<file path="config.mk">
export PLATFORM = sky130hd
export DESIGN_NAME = adc_median_filter_bank_flat
export DESIGN_NICKNAME = d
export VERILOG_FILES = /design/src/rtl/core/adcmf_pkg.sv /design/src/rtl/core/adcmf_if.sv /design/src/rtl/core/adc_median_filter_bank.sv /design/src/rtl/core/adcmf_ram.sv /design/src/flat_wrapper.sv
export SDC_FILE = /design/constraint.sdc
export NUM_CORES = 2
export LEC_CHECK = 0
export BUFFER_PORTS_ARGS = -buffer_cell sky130_fd_sc_hd__buf_2
export CORE_ASPECT_RATIO = 0.6
export CORE_MARGIN = 2
export CORE_UTILIZATION = 30
export CTS_CLUSTER_DIAMETER = 30
export DETAILED_ROUTE_END_ITERATION = 16
export PLACE_DENSITY = 0.51
export RECOVER_POWER = 100
export SKIP_CTS_REPAIR_TIMING = 1
export SYNTH_ARGS = -nofsm -noshare
export SYNTH_HDL_FRONTEND = slang
export SYNTH_HIERARCHICAL = 1
export SYNTH_SLANG_ARGS = --single-unit
</file>
<file path="constraint.sdc">
create_clock -name clk -period 10.75 [get_ports clk]
set_input_delay 1.075 -clock clk [delete_from_list [all_inputs] [get_ports clk]]
set_output_delay 1.075 -clock clk [all_outputs]
set_load 0.02 [all_outputs]
</file>
<file path="src/rtl/core/adcmf_pkg.sv">
package adcmf_pkg;

  localparam int VAL_W      = 12;
  localparam int CHAN_IDX_W = 4;
  localparam int CFG_DATA_W = 5;
  localparam int REG_IDX_W  = 1;
  localparam int SLOT_W     = 8;
  localparam int MAX_SETS   = 12;
  localparam int READS_W    = 4;

  localparam logic [CFG_DATA_W-1:0] CHANS_RESET = 5'd16;

  typedef enum logic [1:0] {
    MODE_RAW  = 2'd0,
    MODE_MED3 = 2'd1,
    MODE_MED9 = 2'd2,
    MODE_AVG4 = 2'd3
  } mode_t;

  typedef enum logic {
    OP_STORE = 1'b0,
    OP_READ  = 1'b1
  } op_t;

  typedef enum logic [REG_IDX_W-1:0] {
    REG_FILTER_MODE = 1'b0,
    REG_CHANNELS    = 1'b1
  } reg_idx_t;

  typedef struct packed {
    logic                  operation;
    logic [VAL_W-1:0]      sample_value;
    logic [CHAN_IDX_W-1:0] channel;
  } in_item_t;

  typedef struct packed {
    logic [VAL_W-1:0] filtered_value;
  } out_item_t;

  typedef struct packed {
    logic [REG_IDX_W-1:0]  reg_index;
    logic [CFG_DATA_W-1:0] wr_data;
  } cfg_item_t;

  // store reads needed per read item
  function automatic logic [READS_W-1:0] reads_for_mode(mode_t m);
    logic [READS_W-1:0] r;
    unique case (m)
      MODE_RAW:  r = 4'd1;
      MODE_MED3: r = 4'd3;
      MODE_MED9: r = 4'd9;
      MODE_AVG4: r = 4'd12;
      default:   r = 4'd1;
    endcase
    return r;
  endfunction

endpackage

</file>
<file path="src/rtl/core/adcmf_if.sv">
interface adcmf_in_if;
  logic                valid;
  logic                ready;
  adcmf_pkg::in_item_t data;
  modport source (output valid, output data, input ready);
  modport sink (input valid, input data, output ready);
endinterface

interface adcmf_out_if;
  logic                 valid;
  logic                 ready;
  adcmf_pkg::out_item_t data;
  modport source (output valid, output data, input ready);
  modport sink (input valid, input data, output ready);
endinterface

interface adcmf_cfg_if;
  logic                 valid;
  logic                 ready;
  adcmf_pkg::cfg_item_t data;
  modport source (output valid, output data, input ready);
  modport sink (input valid, input data, output ready);
endinterface

</file>
<file path="src/rtl/core/adc_median_filter_bank.sv">
// Multi-channel ADC sample store with median filtering. Store items are written on acceptance
// and land in a circular store in scan order (slot = set * channels + channel, wrapping
// after 1, 3, 9 or 12 sets by filter mode). A read item walks the store through its single
// read port, one sample per cycle, feeding one shared median-of-three unit: it makes 1, 3,
// 9 or 12 store reads in modes 0..3, then passes through RAM read, median, combine and
// output load before a valid result. in_ready is low while a read is in progress; store
// items are still taken while a finished result waits on the output.
// The store needs no clearing pass after reset: per-entry valid bits make unwritten
// entries read as zero. Reads of a channel at or above the channel count return zero.
module adc_median_filter_bank #(
  parameter int NUM_CHANNELS = 16,
  parameter int SAMPLE_BITS  = 12
) (
  input  logic             clk,
  input  logic             rst_n,
  adcmf_in_if.sink         in_if,
  adcmf_out_if.source      out_if,
  adcmf_cfg_if.sink        cfg_if
);

  import adcmf_pkg::*;

  localparam int DEPTH = MAX_SETS * NUM_CHANNELS;
  localparam int AW    = $clog2(DEPTH);
  localparam int NW    = $clog2(NUM_CHANNELS + 1);
  localparam int SW    = SAMPLE_BITS;
  localparam int ACC_W = SAMPLE_BITS + 2;

  typedef enum logic [1:0] {
    ST_IDLE,
    ST_RUN,
    ST_DONE
  } state_t;

  state_t                  st_r;
  mode_t                   mode_r;
  logic [CFG_DATA_W-1:0]   chans_r;
  logic [SLOT_W-1:0]       wslot_r;
  logic [SLOT_W-1:0]       wslot;
  logic [SLOT_W-1:0]       wslot_inc;
  logic [SLOT_W-1:0]       wslot_nxt;
  logic [SLOT_W-1:0]       limit;
  logic [SLOT_W-1:0]       n8;
  logic [NW-1:0]           n;
  logic [DEPTH-1:0]        valid_r;
  logic                    out_valid_r;
  logic [VAL_W-1:0]        out_val_r;

  logic [AW-1:0]           addr_r;
  logic [READS_W-1:0]      issue_cnt_r;
  logic [READS_W-1:0]      total_reads;
  logic [1:0]              tri_r;
  logic [1:0]              grp_r;
  logic                    rd_pend_r;
  logic                    rd_hit_r;
  logic                    med_pend_r;
  logic [SW-1:0]           s0_r;
  logic [SW-1:0]           s1_r;
  logic [SW-1:0]           med_r;
  logic [SW-1:0]           m0_r;
  logic [SW-1:0]           m1_r;
  logic [SW-1:0]           res_r;
  logic [ACC_W-1:0]        acc_r;
  logic [ACC_W-1:0]        acc_nxt;

  logic                    in_fire;
  logic                    store_fire;
  logic                    read_fire;
  logic                    ch_used;
  logic                    rd_issue;
  logic                    med_load;
  logic                    fin;
  logic                    grp_sel;
  logic [SW-1:0]           ram_q;
  logic [SW-1:0]           rd_data;
  logic [SW-1:0]           med_a;
  logic [SW-1:0]           med_b;
  logic [SW-1:0]           med_c;
  logic [SW-1:0]           med_out;

  function automatic logic [SW-1:0] med3(logic [SW-1:0] a, logic [SW-1:0] b,
                                         logic [SW-1:0] c);
    logic [SW-1:0] lo;
    logic [SW-1:0] hi;
    logic [SW-1:0] m;
    lo = (a < b) ? a : b;
    hi = (a < b) ? b : a;
    m  = (hi < c) ? hi : c;
    return (lo > m) ? lo : m;
  endfunction

  // clamp channel count to 1..NUM_CHANNELS
  always_comb begin
    if (chans_r == '0) begin
      n = NW'(1);
    end else if (int'(chans_r) > NUM_CHANNELS) begin
      n = NW'(NUM_CHANNELS);
    end else begin
      n = NW'(chans_r);
    end
  end

  assign n8 = SLOT_W'(n);

  always_comb begin
    unique case (mode_r)
      MODE_RAW:  limit = n8;
      MODE_MED3: limit = (n8 << 1) + n8;
      MODE_MED9: limit = (n8 << 3) + n8;
      MODE_AVG4: limit = (n8 << 3) + (n8 << 2);
      default:   limit = n8;
    endcase
  end

  assign total_reads = reads_for_mode(mode_r);

  assign in_if.ready  = (st_r == ST_IDLE);
  assign cfg_if.ready = 1'b1;
  assign in_fire      = in_if.valid && in_if.ready;
  assign store_fire   = in_fire && (in_if.data.operation == OP_STORE);
  assign read_fire    = in_fire && (in_if.data.operation == OP_READ);
  assign ch_used      = int'(in_if.data.channel) < int'(n);

  // stale slot after a register change restarts at zero
  assign wslot     = (wslot_r < limit) ? wslot_r : '0;
  assign wslot_inc = wslot + SLOT_W'(1);
  assign wslot_nxt = (wslot_inc >= limit) ? '0 : wslot_inc;

  assign rd_issue = (st_r == ST_RUN) && (issue_cnt_r != total_reads);
  assign rd_data  = rd_hit_r ? ram_q : '0;
  assign med_load = rd_pend_r && ((mode_r == MODE_RAW) || (tri_r == 2'd2));

  // shared median unit: sample triples, or the three group medians in mode 2
  assign grp_sel = med_pend_r && (mode_r == MODE_MED9) && (grp_r == 2'd2);
  assign med_a   = grp_sel ? m0_r : s0_r;
  assign med_b   = grp_sel ? m1_r : s1_r;
  assign med_c   = grp_sel ? med_r : rd_data;
  assign med_out = med3(med_a, med_b, med_c);

  assign acc_nxt = acc_r + ACC_W'(med_r);

  always_comb begin
    fin = 1'b0;
    if (med_pend_r) begin
      unique case (mode_r)
        MODE_RAW, MODE_MED3: fin = 1'b1;
        MODE_MED9:           fin = (grp_r == 2'd2);
        MODE_AVG4:           fin = (grp_r == 2'd3);
        default:             fin = 1'b1;
      endcase
    end
  end

  adcmf_ram #(
    .WIDTH (SW),
    .DEPTH (DEPTH)
  ) u_store (
    .clk   (clk),
    .we    (store_fire),
    .waddr (wslot[AW-1:0]),
    .wdata (SW'(in_if.data.sample_value)),
    .raddr (addr_r),
    .rdata (ram_q)
  );

  always_ff @(posedge clk) begin
    if (!rst_n) begin
      st_r        <= ST_IDLE;
      mode_r      <= MODE_RAW;
      chans_r     <= CHANS_RESET;
      wslot_r     <= '0;
      valid_r     <= '0;
      out_valid_r <= 1'b0;
      rd_pend_r   <= 1'b0;
      med_pend_r  <= 1'b0;
    end else begin
      if (cfg_if.valid) begin
        unique case (reg_idx_t'(cfg_if.data.reg_index))
          REG_FILTER_MODE: mode_r  <= mode_t'(cfg_if.data.wr_data[1:0]);
          REG_CHANNELS:    chans_r <= cfg_if.data.wr_data;
          default:         chans_r <= chans_r;
        endcase
      end
      if (store_fire) begin
        valid_r[wslot[AW-1:0]] <= 1'b1;
        wslot_r                <= wslot_nxt;
      end
      // the done state reloads the output register itself
      if (out_valid_r && out_if.ready && (st_r != ST_DONE)) begin
        out_valid_r <= 1'b0;
      end
      rd_pend_r  <= rd_issue;
      med_pend_r <= med_load;
      unique case (st_r)
        ST_IDLE: begin
          if (read_fire) begin
            st_r <= ch_used ? ST_RUN : ST_DONE;
          end
        end
        ST_RUN: begin
          if (fin) begin
            st_r <= ST_DONE;
          end
        end
        ST_DONE: begin
          if (!out_valid_r || out_if.ready) begin
            out_valid_r <= 1'b1;
            out_val_r   <= VAL_W'(res_r);
            st_r        <= ST_IDLE;
          end
        end
        default: st_r <= ST_IDLE;
      endcase
    end
  end

  always_ff @(posedge clk) begin
    if (read_fire) begin
      addr_r      <= AW'(in_if.data.channel);
      issue_cnt_r <= '0;
      tri_r       <= '0;
      grp_r       <= '0;
      acc_r       <= '0;
      res_r       <= '0;
    end
    if (rd_issue) begin
      addr_r      <= addr_r + AW'(n);
      issue_cnt_r <= issue_cnt_r + READS_W'(1);
      rd_hit_r    <= valid_r[addr_r];
    end
    if (rd_pend_r) begin
      if (mode_r == MODE_RAW) begin
        med_r <= rd_data;
      end else begin
        case (tri_r)
          2'd0:    s0_r  <= rd_data;
          2'd1:    s1_r  <= rd_data;
          default: med_r <= med_out;
        endcase
        tri_r <= (tri_r == 2'd2) ? 2'd0 : tri_r + 2'd1;
      end
    end
    if (med_pend_r) begin
      grp_r <= grp_r + 2'd1;
      unique case (mode_r)
        MODE_RAW, MODE_MED3: res_r <= med_r;
        MODE_MED9: begin
          case (grp_r)
            2'd0:    m0_r  <= med_r;
            2'd1:    m1_r  <= med_r;
            default: res_r <= med_out;
          endcase
        end
        MODE_AVG4: begin
          acc_r <= acc_nxt;
          if (grp_r == 2'd3) begin
            res_r <= acc_nxt[ACC_W-1:2];
          end
        end
        default: res_r <= med_r;
      endcase
    end
  end

  assign out_if.valid               = out_valid_r;
  assign out_if.data.filtered_value = out_val_r;

  a_pend_in_run: assert property (@(posedge clk) disable iff (!rst_n)
    rd_pend_r |-> st_r == ST_RUN)
    else $error("store read returned outside a read sequence");

  a_issue_bound: assert property (@(posedge clk) disable iff (!rst_n)
    st_r == ST_RUN |-> issue_cnt_r <= total_reads)
    else $error("more store reads issued than the mode needs");

  a_store_in_range: assert property (@(posedge clk) disable iff (!rst_n)
    store_fire |-> wslot < limit)
    else $error("store item written past the active ring");

  a_out_from_done: assert property (@(posedge clk) disable iff (!rst_n)
    $rose(out_valid_r) |-> $past(st_r) == ST_DONE)
    else $error("result presented without a finished read");

endmodule

</file>
<file path="src/rtl/core/adcmf_ram.sv">
module adcmf_ram #(
  parameter int WIDTH = 12,
  parameter int DEPTH = 192
) (
  input  logic                     clk,
  input  logic                     we,
  input  logic [$clog2(DEPTH)-1:0] waddr,
  input  logic [WIDTH-1:0]         wdata,
  input  logic [$clog2(DEPTH)-1:0] raddr,
  output logic [WIDTH-1:0]         rdata
);

  logic [WIDTH-1:0] mem [DEPTH];

  always_ff @(posedge clk) begin
    if (we) begin
      mem[waddr] <= wdata;
    end
    rdata <= mem[raddr];
  end

endmodule
</file>
<file path="src/flat_wrapper.sv">
// flat-port wrapper written by rule: the top's interface ports become plain ports
module adc_median_filter_bank_flat import adcmf_pkg::*;
#(
  parameter int NUM_CHANNELS = 16,
  parameter int SAMPLE_BITS  = 12
)
  (clk, rst_n, in_if_valid, in_if_data, in_if_ready, out_if_valid, out_if_data, out_if_ready, cfg_if_valid, cfg_if_data, cfg_if_ready);
  adcmf_in_if in_if_i ();
  adcmf_out_if out_if_i ();
  adcmf_cfg_if cfg_if_i ();
  input  logic clk;
  input  logic rst_n;
  input wire logic [$bits(in_if_i.valid)-1:0] in_if_valid;
  input wire logic [$bits(in_if_i.data)-1:0] in_if_data;
  output wire logic [$bits(in_if_i.ready)-1:0] in_if_ready;
  output wire logic [$bits(out_if_i.valid)-1:0] out_if_valid;
  output wire logic [$bits(out_if_i.data)-1:0] out_if_data;
  input wire logic [$bits(out_if_i.ready)-1:0] out_if_ready;
  input wire logic [$bits(cfg_if_i.valid)-1:0] cfg_if_valid;
  input wire logic [$bits(cfg_if_i.data)-1:0] cfg_if_data;
  output wire logic [$bits(cfg_if_i.ready)-1:0] cfg_if_ready;
  assign in_if_i.valid = in_if_valid;
  assign in_if_i.data = in_if_data;
  assign in_if_ready = in_if_i.ready;
  assign out_if_valid = out_if_i.valid;
  assign out_if_data = out_if_i.data;
  assign out_if_i.ready = out_if_ready;
  assign cfg_if_i.valid = cfg_if_valid;
  assign cfg_if_i.data = cfg_if_data;
  assign cfg_if_ready = cfg_if_i.ready;
  adc_median_filter_bank #(.NUM_CHANNELS(NUM_CHANNELS), .SAMPLE_BITS(SAMPLE_BITS)) u_core (.clk(clk), .rst_n(rst_n), .in_if(in_if_i), .out_if(out_if_i), .cfg_if(cfg_if_i));
endmodule
</file>
======== Word level (Yosys, flattened, before mapping) ========
Memory sizes are Yosys's and may differ from the RTL's. A register that Yosys moved wholly into a read port is not among the register bits.
Index checks and enable logic that the tools add are counted.
word-level totals
  output and inout bits ................... 15
  register bits ........................... 327
  input bits .............................. 28
  bits in writable memories ............... 2304
  word-level logic and storage cells ...... 143
  memories kept ........................... 1
cells by class
  reduce and logical (&&, ||, !) cells .... 32
  $lt $le $gt $ge ......................... 10
  $add $sub $neg .......................... 9
  eq/ne operators ......................... 16
  bitwise logic cells ..................... 4
  muxes and demuxes ....................... 50
memory list
  memory              words  width  rd ports  clocked after memory_dff  write ports  RTL line         RTL
  u_core.u_store.mem  192    12     1         1                         1            adcmf_ram.sv:13  logic [WIDTH-1:0] mem [DEPTH];
operators with widths
  kind                   count
  $or A192 B192 Y192     1
  $mux W12               14
  $mux W14               3
  $pmux W12 S3           1
  $mux W8                4
  $pmux W8 S4            1
  $lt A12 B12 Y1         2
  $mux W2                10
  $lt A8 B9 Y1 const B   2
  $reduce_and A3 Y1      6
  $add A8 B5 Y8          2
  $pmux W4 S4            1
  $add A14 B12 Y14       1
  $eq A2 B2 Y1 const B   6
  $gt A12 B12 Y1         1
  $logic_and A1 B1 Y1    10
  $mux W5                2
  $add A8 B1 Y8 const B  1
  $add A8 B7 Y8          1
  $bmux W1 S8            1
  $demux W1 S8           1
  $eq A2 B1 Y1 const B   4
  $ge A8 B1 Y1 const B   1
  $ge A8 B8 Y1           1
  21 further kinds       44

======== Depth between registers and ports, before layout ========
  depth after elaboration ................. 13
  depth in mapped cells ................... 38
  gate-level depth less buffers ........... 30

======== By module ========
The synthesis kept the hierarchy.
modules (own cells, without submodules)
  module                  cells each  times used  area an instance (µm²)  sequential area each (µm²)
  adcmf_ram               4083        1           89598.4                 69426.6
  adc_median_filter_bank  1812        1           17106.4                 7417.1

======== Worst setup path before layout ========
Ideal clock, no wire load.
  path kind ............................... reg2reg
  start point ............................. register u_core.grp_r[0]
  end point ............................... register u_core.med_r[11], data pin
  cell stages (with the launch flop) ...... 37
  data required time ...................... 10482 ps
  period minus slack after synthesis ...... 7776 ps
  slack ................................... 2974 ps
  setup time .............................. 268 ps
  buffers on the path ..................... 9
  data arrival time ....................... 7508 ps
  cells stage by stage .................... edfxtp_1 -> inv_1 -> ha_1 -> and4b_1 -> buf_4 -> clkbuf_1 -> buf_2 -> mux2i_1 -> ha_1 -> a21oi_1 -> o21ai_0 -> a41oi_1 -> clkbuf_1 -> clkbuf_1 -> o21ai_0 -> and2_1 -> ha_1 -> a21o_1 -> a21o_1 -> a221oi_1 -> and3_1 -> nand3_1 -> and3b_1 -> buf_4 -> buf_6 -> buf_2 -> nand2_1 -> o21ai_0 -> ha_1 -> nor2b_1 -> o211ai_1 -> a211oi_1 -> o31ai_1 -> clkbuf_1 -> nand2_1 -> mux2i_1 -> o22ai_1
between the ends
  word-level cells in the longest chain between the ends .. 11
  elaborated cells between the ends (all ways) .. 14
  classes of those cells .................. 3 x order compare; 1 x eq/ne; 9 x mux; 1 x reduce/logical
ends and longest elaborated chain
  item                                RTL line                                                      RTL
  start, declared                     adc_median_filter_bank.sv:53                                  logic [1:0] grp_r;
  start signal, assigned              adc_median_filter_bank.sv:244                                 grp_r <= grp_r + 2'd1;
  $eq A2 B2 Y1 (*)                    adc_median_filter_bank.sv:134                                 assign grp_sel = med_pend_r && (mode_r == MODE_MED9) && (grp_r == 2'd2);
  $logic_and A1 B1 Y1 (*)             adc_median_filter_bank.sv:134
  $mux W12, on equally long branches  adc_median_filter_bank.sv:135, adc_median_filter_bank.sv:136
  $lt A12 B12 Y1                      adc_median_filter_bank.sv:86, adc_median_filter_bank.sv:87
  $mux W12                            adc_median_filter_bank.sv:87                                  hi = (a < b) ? b : a;
  $lt A12 B12 Y1                      adc_median_filter_bank.sv:88                                  m = (hi < c) ? hi : c;
  $mux W12                            adc_median_filter_bank.sv:88
  $gt A12 B12 Y1                      adc_median_filter_bank.sv:89                                  return (lo > m) ? lo : m;
  $mux W12 (*)                        adc_median_filter_bank.sv:89
  $mux W12 (*)                        adc_median_filter_bank.sv:235                                 case (tri_r)
  $mux W12 (*)                        adc_median_filter_bank.sv:232                                 if (mode_r == MODE_RAW) begin
  end signal, assigned                adc_median_filter_bank.sv:233                                 med_r <= rd_data;
  end signal, assigned                adc_median_filter_bank.sv:238                                 default: med_r <= med_out;
  end, declared                       adc_median_filter_bank.sv:59                                  logic [SW-1:0] med_r;
Mark *: on every way between the ends. The rest lies on a longest branch, timed or not. The select of a mux whose other input is x is not followed.
A chain may end at the register's enable or synchronous reset.

======== Final worst setup path ========
  start point ............................. register u_core.chans_r[4]
  end point ............................... memory u_core.u_store.mem[190][9], enable pin
between the ends
  word-level cells in the longest chain between the ends .. 7
  elaborated cells between the ends (all ways) .. 10
  classes of those cells .................. 3 x add/sub; 2 x order compare; 4 x mux; 1 x reduce/logical
ends and longest elaborated chain
  item                                         RTL line                       RTL
  start, declared                              adc_median_filter_bank.sv:37   logic [CFG_DATA_W-1:0] chans_r;
  start signal, assigned                       adc_median_filter_bank.sv:180  REG_CHANNELS: chans_r <= cfg_if.data.wr_data;
  start signal, assigned                       adc_median_filter_bank.sv:181  default: chans_r <= chans_r;
  $gt A5 B5 Y1                                 adc_median_filter_bank.sv:96   end else if (int'(chans_r) > NUM_CHANNELS) begin
  $mux W5                                      adc_median_filter_bank.sv:96
  $mux W5 (*)                                  adc_median_filter_bank.sv:94   if (chans_r == '0) begin
  $add A8 B5 Y8, or another cell as far along  adc_median_filter_bank.sv:109  MODE_MED9: limit = (n8 << 3) + n8;
  $pmux W8 S4 (*)                              adc_median_filter_bank.sv:106  unique case (mode_r)
  $lt A8 B8 Y1 (*)                             adc_median_filter_bank.sv:125  assign wslot = (wslot_r < limit) ? wslot_r : '0;
  $mux W8 (*)                                  adc_median_filter_bank.sv:125
  net u_core.wslot[1]                          adc_median_filter_bank.sv:39   logic [SLOT_W-1:0] wslot;
  end, declared                                adcmf_ram.sv:13
Mark *: on every way through the listed nets, which the timed path passes. The rest lies on a longest branch.

==> summary.txt <==
Die
  – Die footprint: ~360000 µm²
  – Starting Density: 0.302
  – Cell Rows: between 150 and 200
  – Die height: between 400 and 500 µm
  – Die Span X: just under 800 µm
  – Core area: ~350000 µm²
  – Ports: 43

Synthesis
  – Xor-xnor portion of the synthesized cell area: 0.00213
  – EDFF count, synth: around 2400
  – Avg Cell Area, Syn: between 15 and 20 µm²
  – Sequential element share of the synthesized area: 0.720
  – Largest family of logic cells by synthesized area: multiplexers
  – Adder-cell area share of the yosys netlist: 0.0108
  – Post-synth top cells: edfxtp_1 (2391), mux4_2 (591), nor2_1 (429)
  – Async S/R FF share, synth: 0
  – Cells after synthesis: 5895
  – Area contributors post-synth: edfxtp_1 (67%), mux4_2 (12%), dfxtp_1 (4.7%)
  – Post-Synth Simple-Gate Area: 0.0437
  – Post-synth cell types: between 80 and 90
  – Compound-Gate Fraction of Synth Area: 0.0493
  – Synth warn: 6
  – Synth Cell Area: 107000 µm²
  – Register bit count reported by yosys: 2643
  – Synth area leader: edfxtp_1
  – Multiplexer share of the synthesized area: 0.154
  – Top_reg_cell synth: edfxtp_1
  – Cell with the most instances after synthesis: edfxtp_1
  – Post-synth net total: between 6000 and 7000
  – Yosys top cell area share: 0.673

Critical path
  – CP endpoint kind: register
  – Setup CP Type: register to register
  – R2r endpoint: u_core/u_store/mem[190][9]
  – Buf/Inv on CP: 5
  – Startpoint Class: register
  – CP arrival: around 9.9 ns
  – Crit path cell chain: nand2b_1, inv_1, ha_1, inv_1, fa_1, inv_1, a21oi_1, o21ai_0, a22oi_1, ha_1, a21o_1, a21o_1, a21oi_1, o21ai_0, o21ai_4, clkbuf_1, and2_0, nor2b_1, nand4_1, clkbuf_1, nor2_1
  – Cell family with most CP delay: simple AND/OR/NAND/NOR gates
  – WP data required: 11.22 ns
  – FF-to-FF setup slack: about 1.3 ns
  – Origin of the critical flop-to-flop path: u_core/chans_r[4]
  – Reg2Reg Depth: 21
  – Slowest CP cell: clkbuf_1
  – Crit path largest cell delay: between 1.5 and 2 ns
  – Top cell by count, worst path: inv_1
  – Crit path max fanout: between 50 and 60

Routing
  – Initial DRC count: ~7800
  – DRT Pass-1 Iters: 6
  – Wire per inst: roughly 28 µm
  – Routed Antenna Nets: 0
  – Vias per Instance: about 5.3
  – Via count: roughly 60000
  – Number of remaining DRC errors: 0
  – WL final: 316000 µm

Clock tree
  – Clock Latency Late Sink: 0.92 ns
  – Clock transition at path regs: ~0.050 ns
  – Root Driver: clkbuf_16
  – CTS Sinks: around 2600
  – Clk buf depth: 4
  – Total CTS buffers: around 390
  – CTS tree: built
  – H-tree depth: 5

Global route
  – Grt ovf: 0
  – First-pass GRT wire length: ~440000 µm
  – GRT Overall Usage: 0.170
  – Vias in the first global route: approximately 57000
  – Initial antenna violation count: 21
  – Largest net degree at the start of global routing: between 100 and 150

STA
  – Final period util: 0.878
  – Skew final: around 0.094 ns
  – Slew headroom: -3.41
  – Final setup violating endpoints: 0
  – Min cycle time layout: ~9.4 ns
  – Fmax: between 100 and 150 MHz
  – Sum of negative setup slack: 0 ns
  – Max-slew violations: 2837
  – Unrepaired setup endpoints after global routing: no
  – Final hold violations: 0
  – Hold Slack: a little over 0.4 ns
  – Slew of the pin with the lowest slew margin: roughly 6.6 ns

Placement
  – DP HPWL: between 200000 and 250000 µm
  – Port bufs: 41
  – RePlAce Congestion: about 0.86

Min path
  – Hold Crit Class: input pin to register
  – Worst hold stages: 3
  – Min-Delay Startpoint: cfg_if_data[4]
  – Worst Hold End: u_core/chans_r[4]

Final layout
  – Layout filler cell count: 32947
  – Area growth syn-to-layout: 17.9%
  – NumNets Final: around 6400
  – Share of layout cells above drive strength 1: 0.215

Power and ir drop
  – Lkg Pwr: 40.2 nW
  – P per Cell Area: between 200 and 250 nW/µm²
  – Peak VDD IR: 0.000151 V

Outcome
  – Run status: finished with violations
  – Failing checks: max-capacitance violations, max-slew violations

Run
  – Max Cap Viol: between 50 and 60
report_power, final:
part           total (mW)  internal (mW)  switching (mW)
Combinational        2.49          0.854            1.64
Clock                13.1           8.07            4.98
Sequential           11.3           11.3          0.0302
Total                26.9           20.2            6.65
layout by cell type, fill, tap and decap left out, drive strengths merged, types with 28 or more instances in the layout:
master | netlist | layout
bufinv | 0 | 53
o22ai | 61 | 61
nor3 | 69 | 69
nor2 | 429 | 429
ha | 84 | 84
o21a | 83 | 83
o21ai | 154 | 154
and2 | 28 | 28
edfxtp | 2391 | 2391
clkinvlp | 0 | 55
nand2 | 274 | 274
mux4 | 591 | 591
dfxtp | 252 | 252
inv | 51 | 112
a211oi | 33 | 33
mux2i | 280 | 280
o221ai | 96 | 96
nand3 | 86 | 86
clkinv | 1 | 131
a21oi | 196 | 196
clkbuf | 181 | 628
buf | 164 | 100
through the flow:
stage / setup slack [ns] / util / std cells / total power [mW] / area, µm²
after detailed placement: 1.60 / 0.320 / 10560 / 14.0 / 113000
after CTS: 1.58 / 0.358 / 11275 / 27.0 / 127000
after global routing: 0.646 / 0.355 / 11279 / 27.6 / 126000
after floorplan: 2.97 / - / 5895 / 13.0 / 107000
after global placement: 1.47 / 0.320 / 10559 / 14.0 / 113000
final: 1.31 / 0.355 / 11281 / 26.9 / 126000
layer usage:
| layer | GRT usage | part of all wire | up-vias |
|---|---|---|---|
| li1 | - | - | 24772 |
| met1 | 0.279 | 0.48 | 31833 |
| met2 | 0.219 | 0.39 | 2854 |
| met3 | 0.0468 | 0.11 | 386 |
| met4 | 0.0307 | 0.016 | 2 |
| met5 | 0.00522 | 0.00085 | - |
kinds of logic (layout without fill, tap and decap cells):
kind of cell    after synthesis  in the layout
flops                      2643           2643
simple gates               1049           1049
mux                         895            895
compound gates              794            794
buf+inv                     397           1079
fa+ha+maj                    90             90
xor+xnor                     26             26
other cells                   1              3
sequential cells by signal (all words and copies together) (netlist names), 4 cells and up:
register              flops
u_core/acc_r             14
u_core/addr_r             8
u_core/chans_r            5
u_core/issue_cnt_r        4
u_core/m0_r              12
u_core/m1_r              12
u_core/med_r             12
u_core/out_if.data       12
u_core/res_r             12
u_core/s0_r              12
u_core/s1_r              12
u_core/u_store/mem     2304
u_core/u_store/rdata     12
u_core/valid_r          192
u_core/wslot_r            8
how the worst max path moves through the flow:
stage / from / end / slack (ns) / cells past startpoint
after floorplan: u_core/grp_r[0] / u_core/med_r[11] / 2.97 / 36
after global placement: u_core/grp_r[0] / u_core/med_r[11] / 1.47 / 28
after CTS: u_core/grp_r[0] / u_core/med_r[9] / 1.58 / 29
after global routing: u_core/chans_r[4] / u_core/u_store/mem[190][9] / 0.65 / 21
after detailed placement: u_core/grp_r[0] / u_core/med_r[11] / 1.60 / 29
final: u_core/chans_r[4] / u_core/u_store/mem[190][9] / 1.31 / 21
cell type report:
type	instances	area (µm²)	area share
well taps	4702	5880	0.0468
inverters	52	205	0.00163
multi-input cells	2855	27700	0.221
flip-flops and latches	2643	76800	0.611
clock buffers	416	9910	0.0788
repair buffers	312	1640	0.0130
diodes	2	5.00	0.0000398
clock inverters	299	3520	0.0280
worst reg2reg max path: cells and delay by family, from the launching register on:
family,cells,cell delay [ns]
buffers and inverters,5,2.85
AND/OR/NAND/NOR,5,3.38
flip-flops,1,0.63
adder cells (fa/ha/maj),3,0.77
AO/OA/AOI/OAI,8,1.40
(Power assumes the default switching activity.)
